[src/hw/rtl/npcm_pkg.sv]
// package for the nearest palette color mapper
// types, codes and constants shared by all npcm modules; no dependencies
package npcm_pkg;

    // palette defaults and field widths
    localparam int unsigned PALETTE_DEPTH_DEF = 256;
    localparam int unsigned SLOT_W            = 9;
    localparam int unsigned DENSE_W           = 9;
    localparam int unsigned DIST_W            = 18;
    localparam int unsigned SEEN_DEPTH        = 257;
    localparam int unsigned SEARCH_LIMIT      = 256;

    // reserved slot used when the palette is empty
    localparam logic [SLOT_W-1:0] DEFAULT_SLOT = 9'd256;

    // transaction opcodes
    typedef enum logic {
        OP_LOAD  = 1'b0,
        OP_PIXEL = 1'b1
    } t_op;

    // sequencer states
    typedef enum logic [2:0] {
        ST_IDLE,
        ST_SEARCH,
        ST_DRAIN,
        ST_LOOKUP,
        ST_COMMIT,
        ST_EMIT
    } t_state;

    // input transaction
    typedef struct packed {
        t_op        op;
        logic [7:0] entry_index;
        logic [7:0] red;
        logic [7:0] green;
        logic [7:0] blue;
        logic [7:0] alpha;
    } t_in_item;

    // output transaction
    typedef struct packed {
        logic [SLOT_W-1:0]  chosen_entry;
        logic [DENSE_W-1:0] dense_index;
        logic               first_use;
    } t_out_item;

    // one color, packed the same way as a palette word
    typedef struct packed {
        logic [7:0] red;
        logic [7:0] green;
        logic [7:0] blue;
        logic [7:0] alpha;
    } t_rgba;

    // slot tag that travels with a palette read
    typedef struct packed {
        logic       valid;
        logic [7:0] slot;
    } t_dist_tag;

    // distance result for one slot
    typedef struct packed {
        logic              valid;
        logic [7:0]        slot;
        logic [DIST_W-1:0] sq_dist;
    } t_dist_out;

    // request into the first-use table
    typedef struct packed {
        logic              lookup;
        logic              commit;
        logic [SLOT_W-1:0] slot;
    } t_seen_req;

    // first-use table answer
    typedef struct packed {
        logic [DENSE_W-1:0] dense;
        logic               first;
    } t_seen_rsp;

endpackage

[src/hw/rtl/npcm_seen_table.sv]
// first-use table: valid bit and dense index per slot, plus the next index
// depends on npcm_pkg for request and response types
module npcm_seen_table (
    input  logic                  i_clk,
    input  logic                  i_rst_n,
    input  npcm_pkg::t_seen_req   i_req,
    output npcm_pkg::t_seen_rsp   o_rsp
);
    import npcm_pkg::*;

    logic               r_valid [SEEN_DEPTH];
    logic [DENSE_W-1:0] r_mem   [SEEN_DEPTH];
    logic               r_hit;
    logic [DENSE_W-1:0] r_rd_dense;
    logic [SLOT_W-1:0]  r_slot;
    logic [DENSE_W-1:0] r_next_dense;
    logic               w_assign;

    // a commit on a slot not yet seen hands out the next index
    assign w_assign = i_req.commit && !r_hit;

    // valid bits and next index counter
    always_ff @(posedge i_clk) begin
        if (!i_rst_n) begin
            for (int i = 0; i < SEEN_DEPTH; i++) begin
                r_valid[i] <= 1'b0;
            end
            r_next_dense <= '0;
        end else if (w_assign) begin
            r_valid[r_slot] <= 1'b1;
            r_next_dense    <= r_next_dense + DENSE_W'(1);
        end
    end

    // lookup registers the valid bit and the stored index
    always_ff @(posedge i_clk) begin
        if (i_req.lookup) begin
            r_hit      <= r_valid[i_req.slot];
            r_rd_dense <= r_mem[i_req.slot];
            r_slot     <= i_req.slot;
        end
    end

    // dense index memory write
    always_ff @(posedge i_clk) begin
        if (w_assign) begin
            r_mem[r_slot] <= r_next_dense;
        end
    end

    assign o_rsp.dense = r_hit ? r_rd_dense : r_next_dense;
    assign o_rsp.first = !r_hit;

endmodule

[config.mk]
export PLATFORM = sky130hd
export DESIGN_NAME = npcm_seen_table
export DESIGN_NICKNAME = d
export VERILOG_FILES = /design/src/hw/rtl/npcm_pkg.sv /design/src/hw/rtl/npcm_seen_table.sv
export SDC_FILE = /design/constraint.sdc
export NUM_CORES = 2
export LEC_CHECK = 0
export ABC_AREA = 1
export ABC_CLOCK_PERIOD_IN_PS = 16300
export BUFFER_PORTS_ARGS = -buffer_cell sky130_fd_sc_hd__buf_2
export CELL_PAD_IN_SITES_DETAIL_PLACEMENT = 0
export CELL_PAD_IN_SITES_GLOBAL_PLACEMENT = 1
export CORE_AREA = 2 2 519 521
export CTS_CLUSTER_DIAMETER = 80
export DETAILED_ROUTE_END_ITERATION = 10
export DIE_AREA = 0 0 521 523
export GPL_ROUTABILITY_DRIVEN = 0
export GPL_TIMING_DRIVEN = 0
export HOLD_SLACK_MARGIN = 0.15
export PLACE_DENSITY_LB_ADDON = 0.1
export REMOVE_ABC_BUFFERS = 1
export SYNTH_ARGS = -nofsm -noshare
export SYNTH_HDL_FRONTEND = slang
export SYNTH_SLANG_ARGS = --single-unit
[constraint.sdc]
create_clock -name i_clk -period 16.3 [get_ports i_clk]
set_clock_uncertainty 0.1 [all_clocks]
set_input_delay 3.26 -clock i_clk [delete_from_list [all_inputs] [get_ports i_clk]]
set_output_delay 3.26 -clock i_clk [all_outputs]
set_load 0.05 [all_outputs]
=== Word level (Yosys, flattened, before mapping) ===
Memory sizes are Yosys's and may differ from the RTL's. A register that Yosys moved wholly into a read port is not among the register bits.
Cells that the tools add are included.

* Add/sub/neg operators: 1
* Muxes and demuxes: 9
* Reductions and logical operators: 3

{| class="wikitable"
|+ Operators with widths
! cell !! number
|-
| 2-to-1 mux 9 bit || 2
|-
| adder 9 x 1 -> 9 bit, second input constant || 1
|-
| 2-to-1 mux 1 bit || 7
|-
| logical AND 1 bit || 1
|-
| zero test 1 bit || 1
|-
| OR reduction 1 bit || 1
|}

* Bits in registers: 18
* Bits in writable memories: 2570
* Input port bits: 13
* Word-level logic and storage cells: 17
* Memories kept: 2

{| class="wikitable"
|+ Memory list
! name !! words !! width !! read ports !! clocked after Yosys merged registers in !! write ports !! RTL line !! RTL
|-
| r_mem || 257 || 9 || 1 || 1 || 1 || npcm_seen_table.sv:12 || <nowiki>logic [DENSE_W-1:0] r_mem [SEEN_DEPTH];</nowiki>
|-
| r_valid || 257 || 1 || 1 || 1 || 257 || npcm_seen_table.sv:11 || <nowiki>logic r_valid [SEEN_DEPTH];</nowiki>
|}

=== Logic depth before layout (Yosys ltp) ===
* Word-level depth: 7
* Gate-level depth with buffers: 15
* Mapped depth without buffers: 11

=== Worst setup path after synthesis ===
OpenSTA, ideal clock, no wires.

* Path type: reg2out
* From: reg r_next_dense[4]
* To: out o_rsp[5] (netlist name)
* Arrival time: 5207 ps
* Data required time: 12940 ps
* Slack: 7733 ps
* Stages on the path, launching flop included: 3
* Buffers on the path: 0
* Path through: dfxtp_1 -> inv_1 -> o21ai_0

{| class="wikitable"
|+ RTL lines
! element !! RTL line !! RTL
|-
| from (decl) || npcm_seen_table.sv:16 || <nowiki>logic [DENSE_W-1:0] r_next_dense;</nowiki>
|-
| from (signal assigned) || npcm_seen_table.sv:31 || <nowiki>r_next_dense <= r_next_dense + DENSE_W'(1);</nowiki>
|-
| to (decl) || npcm_seen_table.sv:7 || <nowiki>output npcm_pkg::t_seen_rsp o_rsp</nowiki>
|}

==> results.cfg <==
[synthesis]
synth_edf_count = 2332
async_flop_share = 0
syn_inst = 10460
yosys.area_share.simple = 0.2453
syn_area_per_cell_sq_um = 10.93
ys_seq_elements = 2853
synth_top_family_by_area = simple AND/OR/NAND/NOR gates
synth_area_sq_mm = 0.1143
yosys_warnings = 0
yosysUniqueCellTypes = 22
synth-adder-area-share = 0.0001094
synthFlopType = edfxtp_1
synth-xor-area-share = 0
synthMuxAreaShare = 0
synth_compound_area_frac = 0.01786
seq_area_frac_synth = 0.7037

[die]
die-area_sq_mm = 0.2725
rows = 190
die_w_microns = 521
start_util = 0.4283
core_area_sq_mm = 0.2670
die_h_microns = 523
ios = 23

[power]
power_mw = 15.69
intPower_mw = 12.19
seq_power_share = 0.500
p_sw_mw = 3.502
power_density_mw_per_mm2 = 122.6
ir_worst_vdd_uv = 128.0
p_clk_frac = 0.446
switching_share = 0.2231
combPwrFrac = 0.054
power_leakage_nw = 45.39

[grt]
top_usage_layer = met2
grt_usage = 0.2455
grtUsageMet2 = 0.3960
use_met1 = 0.3476
antenna_found_initial = 10
grt_pass1_wl_microns = 498700
grt_util_met3 = 0.03421
gr-total-overflow = 0
grt_start_max_net_pins = 227
grt_pass1_vias = 72330

[sta]
fmax_mhz = 119.0
fin_crit_sh = 0.5154
rsz0062_at_grt = false
tightest_slew_ns = 1.571
fin_crit_ns = 8.401
hold_viol_final = 0
relSlewSlack = -0.04761
report.final.slew_viol_count = 70
setup_viol = 0

[run_status]
violations = slew limit
status = finished with violations

[setup_path]
path_class = in -> reg
r2r_end = r_mem[35][4]
critPathLaunchType = primary input
endpoint_kind = register
arrival_ns = 8.97
critPathMaxFanout = 111
rr_worst_depth = 3
timing.rr.start = r_slot[4]
r2r_slack_ns = 11.68
worstPathRequired_ns = 16.87

[clock_network]
cts_root_buf = clkbuf_16
tritoncts = done
postCtsHoldBufs = 0
clockBufferDepth = 4
clkTransAtPathRegs_ns = 0.06
cts_resized = 0
numClockSinks = 2853
cts_setup_buffers = 0
cts_buffers = 321
worstSkewPairLatency_ns = 0.93
htree_levels = 5

[cells_and_area]
num-nets-final = 10190
utilization = 0.4796
syn_to_final_growth_pct = 11.98
drive_gt1_frac = 0.05621
fin_area_sq_mm = 0.1280
nFillCells = 24070

[place]
place_area_sq_mm = 0.1180
io_buffers = 22
dp_hpwl_microns = 185000

[drt]
wl_per_cell_microns = 24.28
drt_iter0_markers = 7539
vias = 76920
via_per_inst = 5.501
wirelength_microns = 339500
antenna_left = 0
route.detailed.drc = 0
drt-pass1-iter-count = 7

[worst_hold_path]
hold_path_class = reg -> reg
min_from = r_valid[264]
min_to = r_valid[264]
hold_depth = 2

[job]
drv_cap = 0
==> layout make-up <==
type / instances / area [sq um] / area share
multi-input combinational: 6813 / 30120 / 0.2352
timing repair buffer: 115 / 2574 / 0.02010
tap: 3552 / 4444 / 0.03471
clock buffer: 469 / 9065 / 0.07080
inverter: 75 / 332.8 / 0.002599
antenna: 6 / 15.01 / 0.0001173
sequential: 2853 / 80490 / 0.6286
clock inverter: 100 / 1002 / 0.007827
==> routing by layer <==
layer	vias up	share of wire
met5	-	0.000038
met4	2	0.028
met3	515	0.060
met2	2392	0.47
met1	38050	0.44
li1	35960	-
==> worst max-delay path, stage by stage <==
cell and delay (ns):
buf_8 0.23, buf_16 0.34, inv_8 0.54, buf_16 0.41
buf_16 0.48, buf_16 0.34, buf_16 0.39, buf_16 0.38
nand3_1 0.16, nand3_1 0.12, nand3_1 0.18, nand3_1 0.22
nand3_1 0.23, nand3_1 0.35, nand3_1 0.30, nand3_1 0.30
nand2_1 0.08
==> logic make-up (layout without fill, tap and decap cells) <==
logic type,after synthesis,after routing
AO/OA/AOI/OAI,282,282
flip-flops,2853,2853
other,0,6
AND/OR/NAND/NOR,6530,6530
buffers and inverters,792,759
adder cells (fa/ha/maj),1,1
==> cell usage after synthesis (4+ instances only) <==
library cell | count | area share
a21oi_1 | 10 | 0.00044
buf_1 | 58 | 0.0019
buf_2 | 400 | 0.018
buf_4 | 53 | 0.0035
buf_6 | 14 | 0.0014
clkbuf_1 | 192 | 0.0063
clkinv_1 | 4 | 0.00013
dfxtp_1 | 521 | 0.091
edfxtp_1 | 2332 | 0.61
inv_1 | 65 | 0.0021
inv_2 | 5 | 0.00016
nand2_1 | 2892 | 0.095
nand3_1 | 2808 | 0.12
nor2_1 | 818 | 0.027
nor3_1 | 9 | 0.00039
o21ai_0 | 19 | 0.00083
o21bai_1 | 252 | 0.017
==> sequential cells by signal, indices dropped and copies added (netlist names) <==
| name | count |
|---|---|
| r_valid | 512 |
| r_hit | 1 |
| r_next_dense | 9 |
| r_rd_dense | 9 |
| r_slot | 9 |
| r_mem | 2313 |
==> through the flow <==
stage	hold slack (ns)	setup slack [ns]	cells	TNS, ns
3_3_place_gp	0.3092	-65.84	13320	-672.02
3_5_place_dp	0.3153	6.852	13410	0
6_report	0.3329	7.899	13980	0
2_1_floorplan	0.2996	6.239	9741	0
5_1_grt	0.3526	7.683	13980	0
4_1_cts	0.3283	7.844	13980	0
==> cell usage in the layout, fill, tap and decap left out, types with 2 or more instances in the layout <==
| cell type | instances |
|---|---|
| clkbuf_1 | 106 |
| bufinv_16 | 19 |
| dfxtp_1 | 512 |
| inv_2 | 14 |
| clkinvlp_4 | 5 |
| dfxtp_4 | 9 |
| edfxtp_1 | 2332 |
| nand2_4 | 2 |
| clkinv_1 | 26 |
| a21oi_1 | 10 |
| inv_6 | 10 |
| buf_12 | 21 |
| nor3_1 | 9 |
| clkbuf_8 | 37 |
| buf_16 | 73 |
| nand2_1 | 2890 |
| o21ai_0 | 19 |
| inv_8 | 3 |
| inv_1 | 52 |
| buf_8 | 3 |
| diode_2 | 6 |
| clkinv_2 | 43 |
| nor2_1 | 818 |
| nor3b_1 | 2 |
| o21bai_1 | 252 |
| clkbuf_16 | 326 |
| nand3_1 | 2808 |
| buf_2 | 16 |
==> worst max-delay path by stage <==
stage	start	endpoint	slack, ns	cells after the start
3_5_place_dp	i_req[1]	r_hit	6.85	17
6_report	i_req[1]	r_rd_dense[4]	7.90	17
2_1_floorplan	i_req[1]	r_rd_dense[0]	6.24	10
4_1_cts	i_req[1]	r_hit	7.84	17
3_3_place_gp	i_req[0]	r_rd_dense[7]	-65.84	12
5_1_grt	i_req[1]	r_hit	7.68	17
==> power by group through the flow <==
| stage | Clock, mW | Sequential (mW) | Combinational [mW] |
|---|---|---|---|
| floorplan | 0 | 8.03 | 0.412 |
| global placement | 0 | 8.07 | 0.975 |
| detailed placement | 0 | 8.00 | 0.845 |
| CTS | 7.12 | 7.85 | 0.846 |
| global route | 7.40 | 7.85 | 0.911 |
| finish | 7.00 | 7.85 | 0.842 |
No activity file was read; power rests on OpenSTA's default activity.
