### config.mk
export PLATFORM = sky130hd
export DESIGN_NAME = npcm_dist_unit
export DESIGN_NICKNAME = d
export VERILOG_FILES = /design/src/hw/rtl/npcm_pkg.sv /design/src/hw/rtl/npcm_dist_unit.sv
export SDC_FILE = /design/constraint.sdc
export NUM_CORES = 1
export LEC_CHECK = 0
export BUFFER_PORTS_ARGS = -buffer_cell sky130_fd_sc_hd__clkbuf_2
export CORE_MARGIN = 1
export CORE_UTILIZATION = 32
export CTS_CLUSTER_SIZE = 40
export DETAILED_ROUTE_END_ITERATION = 8
export PLACE_DENSITY = 0.47
export SLEW_MARGIN = 20
export SYNTH_ARGS = -nofsm -noshare
export SYNTH_HDL_FRONTEND = slang
export SYNTH_SLANG_ARGS = --single-unit
export TNS_END_PERCENT = 10
### constraint.sdc
create_clock -name i_clk -period 10.45 [get_ports i_clk]
set_input_delay 2.09 -clock i_clk [delete_from_list [all_inputs] [get_ports i_clk]]
set_output_delay 2.09 -clock i_clk [all_outputs]
set_load 0.1 [all_outputs]
### src/hw/rtl/npcm_pkg.sv
// package for the nearest palette color mapper
// types, codes and constants shared by all npcm modules; no dependencies
package npcm_pkg;

    // palette defaults and field widths
    localparam int unsigned PALETTE_DEPTH_DEF = 256;
    localparam int unsigned SLOT_W            = 9;
    localparam int unsigned DENSE_W           = 9;
    localparam int unsigned DIST_W            = 18;
    localparam int unsigned SEEN_DEPTH        = 257;
    localparam int unsigned SEARCH_LIMIT      = 256;

    // reserved slot used when the palette is empty
    localparam logic [SLOT_W-1:0] DEFAULT_SLOT = 9'd256;

    // transaction opcodes
    typedef enum logic {
        OP_LOAD  = 1'b0,
        OP_PIXEL = 1'b1
    } t_op;

    // sequencer states
    typedef enum logic [2:0] {
        ST_IDLE,
        ST_SEARCH,
        ST_DRAIN,
        ST_LOOKUP,
        ST_COMMIT,
        ST_EMIT
    } t_state;

    // input transaction
    typedef struct packed {
        t_op        op;
        logic [7:0] entry_index;
        logic [7:0] red;
        logic [7:0] green;
        logic [7:0] blue;
        logic [7:0] alpha;
    } t_in_item;

    // output transaction
    typedef struct packed {
        logic [SLOT_W-1:0]  chosen_entry;
        logic [DENSE_W-1:0] dense_index;
        logic               first_use;
    } t_out_item;

    // one color, packed the same way as a palette word
    typedef struct packed {
        logic [7:0] red;
        logic [7:0] green;
        logic [7:0] blue;
        logic [7:0] alpha;
    } t_rgba;

    // slot tag that travels with a palette read
    typedef struct packed {
        logic       valid;
        logic [7:0] slot;
    } t_dist_tag;

    // distance result for one slot
    typedef struct packed {
        logic              valid;
        logic [7:0]        slot;
        logic [DIST_W-1:0] sq_dist;
    } t_dist_out;

    // request into the first-use table
    typedef struct packed {
        logic              lookup;
        logic              commit;
        logic [SLOT_W-1:0] slot;
    } t_seen_req;

    // first-use table answer
    typedef struct packed {
        logic [DENSE_W-1:0] dense;
        logic               first;
    } t_seen_rsp;

endpackage

### src/hw/rtl/npcm_dist_unit.sv
// shared squared-distance unit, two stages: channel squares, then sum
// depends on npcm_pkg for color, tag and result types
module npcm_dist_unit (
    input  logic                  i_clk,
    input  logic                  i_rst_n,
    input  npcm_pkg::t_rgba       i_pixel,
    input  npcm_pkg::t_rgba       i_entry,
    input  npcm_pkg::t_dist_tag   i_tag,
    output npcm_pkg::t_dist_out   o_result,
    output logic                  o_busy
);
    import npcm_pkg::*;

    // square of the absolute difference of two channels
    function automatic logic [15:0] chan_sq(input logic [7:0] a, input logic [7:0] b);
        logic [7:0] d;
        d = (a > b) ? (a - b) : (b - a);
        return 16'(d) * 16'(d);
    endfunction

    logic              r_s1_valid;
    logic [7:0]        r_s1_slot;
    logic [15:0]       r_sq_r;
    logic [15:0]       r_sq_g;
    logic [15:0]       r_sq_b;
    logic [15:0]       r_sq_a;
    logic              r_s2_valid;
    logic [7:0]        r_s2_slot;
    logic [DIST_W-1:0] r_sum;

    // stage valids
    always_ff @(posedge i_clk) begin
        if (!i_rst_n) begin
            r_s1_valid <= 1'b0;
            r_s2_valid <= 1'b0;
        end else begin
            r_s1_valid <= i_tag.valid;
            r_s2_valid <= r_s1_valid;
        end
    end

    // stage 1: per-channel squares
    always_ff @(posedge i_clk) begin
        r_s1_slot <= i_tag.slot;
        r_sq_r    <= chan_sq(i_pixel.red,   i_entry.red);
        r_sq_g    <= chan_sq(i_pixel.green, i_entry.green);
        r_sq_b    <= chan_sq(i_pixel.blue,  i_entry.blue);
        r_sq_a    <= chan_sq(i_pixel.alpha, i_entry.alpha);
    end

    // stage 2: sum of the four squares
    always_ff @(posedge i_clk) begin
        r_s2_slot <= r_s1_slot;
        r_sum     <= DIST_W'(r_sq_r) + DIST_W'(r_sq_g) + DIST_W'(r_sq_b) + DIST_W'(r_sq_a);
    end

    assign o_result.valid   = r_s2_valid;
    assign o_result.slot    = r_s2_slot;
    assign o_result.sq_dist = r_sum;
    assign o_busy           = r_s1_valid | r_s2_valid;

endmodule

Word level (Yosys, flattened, before mapping)
Cells that the tools add are included.
{"block": "classes", "div": 0, "n_eq_ne": 0, "addsub": 11, "n_reduce_logical": 0, "bitwise_logic": 1, "n_mul": 4, "shifts": 0, "n_lt_le_gt_ge": 4, "mux": 4}
{"op": "multiplier 8 x 8 -> 16 bit", "count": 4}
{"op": "subtractor 8 bit", "count": 8}
{"op": "greater-than comparator 8 bit", "count": 4}
{"op": "two-way mux 8 bit", "count": 4}
{"op": "adder 17 x 16 -> 18 bit", "count": 1}
{"op": "adder 18 x 16 -> 18 bit", "count": 1}
{"op": "adder 16 x 16 -> 17 bit", "count": 1}
{"op": "bitwise OR 1 bit", "count": 1}
{"block": "word_totals", "output_inout_bits": 28, "elab_cells": 33, "n_memories": 0, "ramBits": 0, "input_bits": 75, "latchBits": 0, "ff_bits": 100, "mem_bits_ro": 0}

Longest topological paths before layout
Gate-level depths: netlist of run 1.
{"block": "logic_depth", "depth_word": 3, "ltp_mapped": 27, "depth_no_buf": 26}

Least setup slack after synthesis of run 1
No wires, ideal clock.
{"block": "synth_path", "kind": "input to register", "from": "in i_pixel[16] (netlist bit)", "to": "reg r_sq_g[12]", "n_path_buf": 0, "arrival_time_ns": 7.819, "cell_stages": 23, "setup_ns": 0.079, "required_ns": 10.371, "slack_ns": 2.552, "cell_sequence": "inv_1 > ha_1 > inv_1 > fa_1 > a21oi_2 > or3b_4 > a31oi_4 > mux2i_1 > xor2_1 > or2_2 > inv_1 > fa_1 > fa_1 > inv_1 > fa_1 > fa_1 > inv_1 > ha_1 > o21a_1 > o31a_1 > o31ai_1 > or4b_1 > o211ai_1"}
{"block": "synth_between", "elab_chain_len": 3, "word_cells_on_any_way": 5, "classes_between": "add/sub: 2; mul: 1; order compare: 1; mux: 1"}
{"item": "start, declared", "line": "npcm_dist_unit.sv:6", "source": "input npcm_pkg::t_rgba i_pixel,"}
{"item": "subtractor 8 bit or greater-than comparator 8 bit (tied branches)", "line": "npcm_dist_unit.sv:17", "source": "d = (a > b) ? (a - b) : (b - a);"}
{"item": "two-way mux 8 bit (*)", "line": "npcm_dist_unit.sv:17"}
{"item": "multiplier 8 x 8 -> 16 bit (*)", "line": "npcm_dist_unit.sv:18", "source": "return 16'(d) * 16'(d);"}
{"item": "end signal, assigned", "line": "npcm_dist_unit.sv:46", "source": "r_sq_g <= chan_sq(i_pixel.green, i_entry.green);"}
{"item": "end, declared", "line": "npcm_dist_unit.sv:24", "source": "logic [15:0] r_sq_g;"}
Every way passes the cells marked *; elsewhere a longest branch is shown, timed or not.
A chain may end at the register's enable or synchronous reset.

Final worst setup path of run 1
{"block": "layout_path", "from": "in i_pixel[5] (netlist bit)", "to": "reg r_sq_a[12]"}
{"block": "layout_between", "elab_chain_len": 3, "word_cells_on_any_way": 5, "classes_between": "add/sub: 2; mul: 1; order compare: 1; mux: 1"}
{"item": "subtractor 8 bit or greater-than comparator 8 bit (tied branches)", "line": "npcm_dist_unit.sv:17"}
{"item": "two-way mux 8 bit (*)", "line": "npcm_dist_unit.sv:17"}
{"item": "multiplier 8 x 8 -> 16 bit (*)", "line": "npcm_dist_unit.sv:18"}
{"item": "end signal, assigned", "line": "npcm_dist_unit.sv:48", "source": "r_sq_a <= chan_sq(i_pixel.alpha, i_entry.alpha);"}
{"item": "end, declared", "line": "npcm_dist_unit.sv:26", "source": "logic [15:0] r_sq_a;"}
Marked as above.

==> results.py, run 1 <==
metrics = {
    "run_status": {
        "outcome": "finished, final reports clean",
    },
    "yosys": {
        "synth-edff-count": 0,
        "yosysMostFrequentCell": "inv_1",
        "ys_async_sr_fraction_pct": 0,
        "synth-compound-area-share_pct": 12.19,
        "synth_mux_area_share_pct": 2.427,
        "ys_top_cells_by_area": "fa_1 (22%), ha_1 (20%), dfxtp_1 (16%)",
        "syn_area_per_cell_sq_um": 9.175,
        "synth-xor-area-share_pct": 7.524,
        "synth_seq_cells": 96,
        "synth_top_family_by_area": "adder cells",
        "synth_top_cell_by_area": "fa_1",
        "synth-seq-area-share_pct": 15.60,
        "synth_commonest_cells": "inv_1 (258), ha_1 (198), fa_1 (138), nor2_1 (129), dfxtp_1 (96)",
        "synth.distinct_cells": 72,
        "yosys.area_share.simple_pct": 10.62,
        "synth_area_sq_um": 12320,
        "yosysTopAreaCellShare_pct": 22.42,
        "synthCells": 1343,
        "ys.flop_type": "dfxtp_1",
        "ys_warn_count": 0,
        "synth_fa_ha_area_share_pct": 42.53,
    },
    "cts": {
        "clk_pin_slew_ps": 60,
        "hold_buffers": 0,
        "cts_resized": 0,
        "clock_sinks": 96,
        "postCtsSetupBuffers": 0,
        "cts_buffers": 9,
        "clock_latency_ps": 340,
        "cts-root-buf": "clkbuf_16",
        "htreeDepth": 3,
        "tritoncts": "yes",
        "clk_path_buf_depth": 2,
    },
    "route": {
        "vias_per_cell": 4.542,
        "vias": 8844,
        "detail_route.first_pass.iterations": 5,
        "wire_per_inst_um": 12.65,
        "wl_mm": 24.63,
        "drc": 0,
        "drt_iter0_drc": 288,
        "postRouteAntennaNets": 0,
    },
    "die": {
        "std_cell_rows": 71,
        "start_util_pct": 32.64,
        "die_w_um": 198.2,
        "ios": 103,
        "coreArea_sq_um": 37760,
        "die_area_sq_um": 39300,
        "die_y_um": 198.2,
    },
    "setup_path": {
        "cp_num_buf_inv": 5,
        "cp_max_fo": 9,
        "crit_end": "r_sq_a[12]",
        "crit_start": "i_pixel[5]",
        "crit_path_frequent_cell": "inv_1",
        "worstReg2RegStart": "r_sq_r[2]",
        "ff2ff_setup_slack_ps": 6850,
        "max_stage_delay_ps": 660,
        "cp.depth": 23,
        "setup.worst_path.class": "in -> reg",
        "arrival_ps": 8400,
        "worst_setup_path_end_kind": "flop",
        "crit_family": "adder cells",
        "crit_chain": "clkbuf_2 > inv_1 > ha_1 > a21o_1 > a211o_1 > o21ai_4 > mux2i_1 > xor2_1 > or2_2 > inv_1 > fa_1 > fa_1 > ha_1 > inv_1 > fa_1 > inv_1 > ha_1 > a21oi_1 > nor2b_1 > o31a_1 > o22ai_1 > nor4b_1 > or4b_2",
        "slowest_stage": "or4b_2",
        "cp-start-kind": "input port",
        "rr_worst_depth": 12,
        "cp.required_ps": 10660,
        "r2r_end": "r_sum[16]",
    },
    "sta": {
        "period_needed_ps": 8194,
        "relSlewSlack_pct": 32.92,
        "setup_viol": 0,
        "rsz0062_at_grt": "no",
        "clock_skew_ps": 6.432,
        "finalWorstSetupSlack_ps": 2256,
        "fmax_ghz": 0.1220,
        "finalHoldViolations": 0,
        "period_share_pct": 78.41,
        "tns_ps": 0,
        "slew_viol_final": 0,
        "tightestPinTransition_ps": 978.2,
    },
    "cells_and_area": {
        "area_growth_pct": 10.75,
        "regArea_sq_um": 1922,
        "n_antenna_cell": 0,
        "finalNetCount": 1842,
        "fill_cells": 3896,
        "multi_input_area_sq_um": 9288,
        "stdcell_area_sq_um": 13650,
        "drive_above_1_share_pct": 12.05,
        "finalNonFillerCells": 1947,
    },
    "placed_design": {
        "place_congestion": 0.7898,
        "hpwlAfterDp_mm": 21.53,
        "dp_cells": 1931,
        "io_buffers": 102,
        "place_worst_setup_slack_ps": 1895,
        "place_area_sq_um": 13350,
    },
    "global_route": {
        "grt_util_all_layers_pct": 13.25,
        "grt_first_pass_wirelength_mm": 42.68,
        "overflow": 0,
        "grt_pass1_vias": 9025,
        "antenna_found_initial": 0,
        "grt_max_degree": 19,
    },
    "worst_hold_path": {
        "hold_class": "reg -> reg",
        "hold_start": "r_s1_slot[7]",
    },
    "flow_run": {
        "cap_violations": 0,
    },
}
## flip-flops by register name (all words and copies together) (netlist names)
register	count
r_sum	18
r_sq_a	15
r_sq_b	15
r_sq_g	15
r_sq_r	15
r_s1_slot	8
r_s2_slot	8
r_s1_valid	1
r_s2_valid	1
## cell usage in the layout, fill, tap and decap left out, drive strengths merged, types with 4 or more instances in the layout
| master | count |
|---|---|
| nand2 | 39 |
| xor2 | 36 |
| clkbuf | 111 |
| fa | 138 |
| o31a | 5 |
| o21bai | 10 |
| nand4 | 12 |
| ha | 198 |
| xnor2 | 63 |
| a31oi | 12 |
| nor2b | 6 |
| dfxtp | 96 |
| o21ai | 22 |
| nand3b | 9 |
| clkinv | 5 |
| nor3 | 15 |
| a221oi | 4 |
| inv | 260 |
| and3 | 5 |
| or2 | 20 |
| a21o | 46 |
| mux2i | 26 |
| o21a | 13 |
| a21oi | 76 |
| a211oi | 7 |
| or4b | 4 |
| o22ai | 7 |
| nand3 | 7 |
| nor2 | 132 |
| nand2b | 5 |
## metal layers
layer  vias to the layer above  share of wire (%)  global-route usage [%]
li1                       4514                  -                       -
met1                      4207                 49                   17.98
met2                       113                 48                   23.07
met3                        10                2.5                   1.431
met4                         0               0.47                   1.637
met5                         -                  0                       0
## worst register-to-register path: cells and delay by family (launching register included)
kind | cells | cell delay (ps)
AOI/OAI and AO/OA | 4 | 1150
adders and majority gates | 3 | 1260
buffers and inverters | 2 | 110
DFF | 1 | 320
and+or+nand+nor | 3 | 700
## per-stage QoR
step                      util [%]  hold slack, ps
after floorplan                  -           309.6
after detailed placement     35.37           312.1
after global placement       35.37           310.1
after CTS                    36.15           329.2
final                        36.15           328.1
after global routing         36.15           336.9
## kinds of logic (layout without fill, tap and decap cells)
kind of cell	count (synthesis)	in the layout
buf+inv	288	380
other cells	2	3
fa+ha+maj	336	336
flops	96	96
simple gates	272	272
xor+xnor	99	99
mux	28	28
compound gates	222	222
## area by class of cell
class	count	area share, %
multi-input cells	960	68.06
flip-flops and latches	96	14.08
inverters	259	7.124
well taps	511	4.685
repair buffers	105	3.906
clock buffers	9	1.650
clock inverters	7	0.4951
## worst min-delay path by stage
| stage | endpoint | slack (ps) | cells after the start |
|---|---|---|---|
| 6_report | r_s2_slot[7] | 330 | 0 |
| 3_3_place_gp | r_s2_slot[1] | 310 | 0 |
| 4_1_cts | r_s2_slot[0] | 330 | 0 |
| 3_5_place_dp | r_s2_slot[0] | 310 | 0 |
| 2_1_floorplan | r_s2_slot[0] | 310 | 0 |
| 5_1_grt | r_s2_slot[5] | 340 | 0 |
Power of run 1 is left out: the tool's default activity adds up to more than one toggle a clock period on the data nets, which glitch-free logic cannot reach.
==> run 2, diff against run 1 <==
Settings changed: ABC_AREA set to 1.
Clock period 10.45 ns to 8.4 ns, I/O delays scaled along.
==> results.py, run 2 <==
metrics = {
    "global_route": {
        "grt_util_all_layers_pct": 13.90,
        "grt_max_degree": 16,
        "antenna_found_initial": 0,
        "grt_pass1_vias": 10500,
        "overflow": 0,
        "grt_first_pass_wirelength_mm": 48.69,
    },
    "placed_design": {
        "hpwlAfterDp_mm": 25.52,
        "place_congestion": 0.8309,
        "io_buffers": 102,
        "place_worst_setup_slack_ps": 1244,
    },
    "cts": {
        "postCtsSetupBuffers": 0,
        "hold_buffers": 0,
        "tritoncts": "yes",
        "clock_latency_ps": 340,
        "clock_sinks": 96,
        "clk_path_buf_depth": 2,
        "cts-root-buf": "clkbuf_16",
        "cts_buffers": 9,
        "htreeDepth": 3,
        "cts_resized": 0,
        "clk_pin_slew_ps": 60,
    },
    "cells_and_area": {
        "fill_cells": 4419,
        "drive_above_1_share_pct": 10.32,
        "n_antenna_cell": 0,
        "finalNetCount": 2296,
        "layout_commonest_cell": "nand2_1",
        "largest_reg_flops": 18,
        "post-route-util_pct": 35.95,
        "area_growth_pct": 10.13,
        "final_cell_mix": "nand2_1 (406), inv_1 (378), ha_1 (198), nor2_1 (141), fa_1 (138)",
        "multi_input_area_sq_um": 9859,
        "regArea_sq_um": 1922,
        "regMostFlops": "r_sum",
    },
    "sta": {
        "whs_ps": 323.5,
        "relSlewSlack_pct": 62.86,
        "tightestPinTransition_ps": 559.5,
        "clock_skew_ps": 7.215,
        "finalHoldViolations": 0,
        "fmax_ghz": 0.1475,
        "period_share_pct": 80.72,
        "setup_viol": 0,
        "period_needed_ps": 6781,
        "slew_viol_final": 0,
        "tns_ps": 0,
        "rsz0062_at_grt": "no",
        "finalWorstSetupSlack_ps": 1619,
    },
    "setup_path": {
        "cp_max_fo": 11,
        "slowest_stage": "fa_1",
        "arrival_ps": 7010,
        "worst_setup_path_end_kind": "flop",
        "cp_num_buf_inv": 8,
        "cp-start-kind": "input port",
        "cp.required_ps": 8630,
        "crit_family": "adder cells",
        "setup.worst_path.class": "in -> reg",
        "max_stage_delay_ps": 550,
    },
    "route": {
        "detail_route.first_pass.iterations": 8,
        "wire_per_inst_um": 11.84,
        "drt_iter0_drc": 437,
        "vias_per_cell": 4.445,
        "postRouteAntennaNets": 0,
        "vias": 10762,
        "wl_mm": 28.67,
        "drc": 11,
    },
    "yosys": {
        "synth_area_sq_um": 13390,
        "synthCells": 1788,
        "ys_warn_count": 0,
        "ys_top_cells_by_area": "fa_1 (21%), ha_1 (19%), dfxtp_1 (14%)",
        "synth_top_cell_by_area": "fa_1",
        "ys.flop_type": "dfxtp_1",
        "synth-seq-area-share_pct": 14.35,
        "yosysTopAreaCellShare_pct": 20.63,
        "synth_seq_cells": 96,
        "synth.distinct_cells": 39,
        "syn_area_per_cell_sq_um": 7.488,
        "synth_commonest_cells": "nand2_1 (406), inv_1 (378), ha_1 (198), nor2_1 (141), fa_1 (138)",
        "yosysMostFrequentCell": "nand2_1",
        "ys_async_sr_fraction_pct": 0,
        "synth-edff-count": 0,
    },
    "die": {
        "ios": 103,
        "die_w_um": 206.6,
        "coreArea_sq_um": 41020,
        "std_cell_rows": 74,
        "die_area_sq_um": 42660,
        "die_y_um": 206.6,
        "start_util_pct": 32.64,
    },
    "run_status": {
        "violations": "DRC",
        "outcome": "finished, violations left",
    },
    "flow_run": {
        "cap_violations": 0,
    },
    "worst_hold_path": {
        "hold_class": "reg -> reg",
    },
}
run 2: path summary, 6_finish.rpt:
path | start | endpoint | slack [ps] | cells after the start
max reg2reg | r_sq_r[2] | r_sum[9] | 5340 | 12
min reg2reg | r_s1_slot[0] | r_s2_slot[0] | 320 | 0
max | i_pixel[16] | r_sq_g[15] | 1620 | 30
min | r_s1_slot[0] | r_s2_slot[0] | 320 | 0
run 2: final cells by class:
class	count	area share, %
inverter	400	10.22
sequential	96	13.03
clock inverter	4	0.1952
multi-input combinational	1276	66.86
timing repair buffer	102	3.462
clock buffer	11	1.714
tap	532	4.514
run 2: metal layers:
layer / global-route usage, % / share of wire, % / routed length (um)
met4: 2.206 / 0.96 / 274
met5: 0 / 0 / 0
met3: 1.099 / 2.2 / 629
met2: 24.35 / 48 / 13750
met1: 18.85 / 49 / 14010
run 2: worst reg2reg max path, stage by stage (launching register included):
cell,delay [ps]
dfxtp_1,390
fa_1,560
inv_1,50
fa_1,420
inv_1,100
fa_1,220
nand2_1,60
nand2_1,70
o21ai_0,140
o21ai_0,420
inv_1,110
o21ai_0,220
xor2_1,230
run 2: metrics by stage:
step | cell area (sq um) | cells
after global routing | 14750 | 2421
final | 14750 | 2421
after detailed placement | 14460 | 2406
after global placement | 14460 | 2406
after CTS | 14750 | 2421
after floorplan | 13390 | 1789
run 2: kinds of logic after synthesis:
kind of cell | Yosys count | synth area share, %
buffers and inverters | 417 | 12.04
adders and majority gates | 336 | 39.14
and+or+nand+nor | 700 | 22.38
AOI/OAI and AO/OA | 155 | 6.672
DFF | 96 | 14.35
xor gates and xnor gates | 82 | 5.364
other | 2 | 0.05609
Power of run 2 is left out for the same reason.
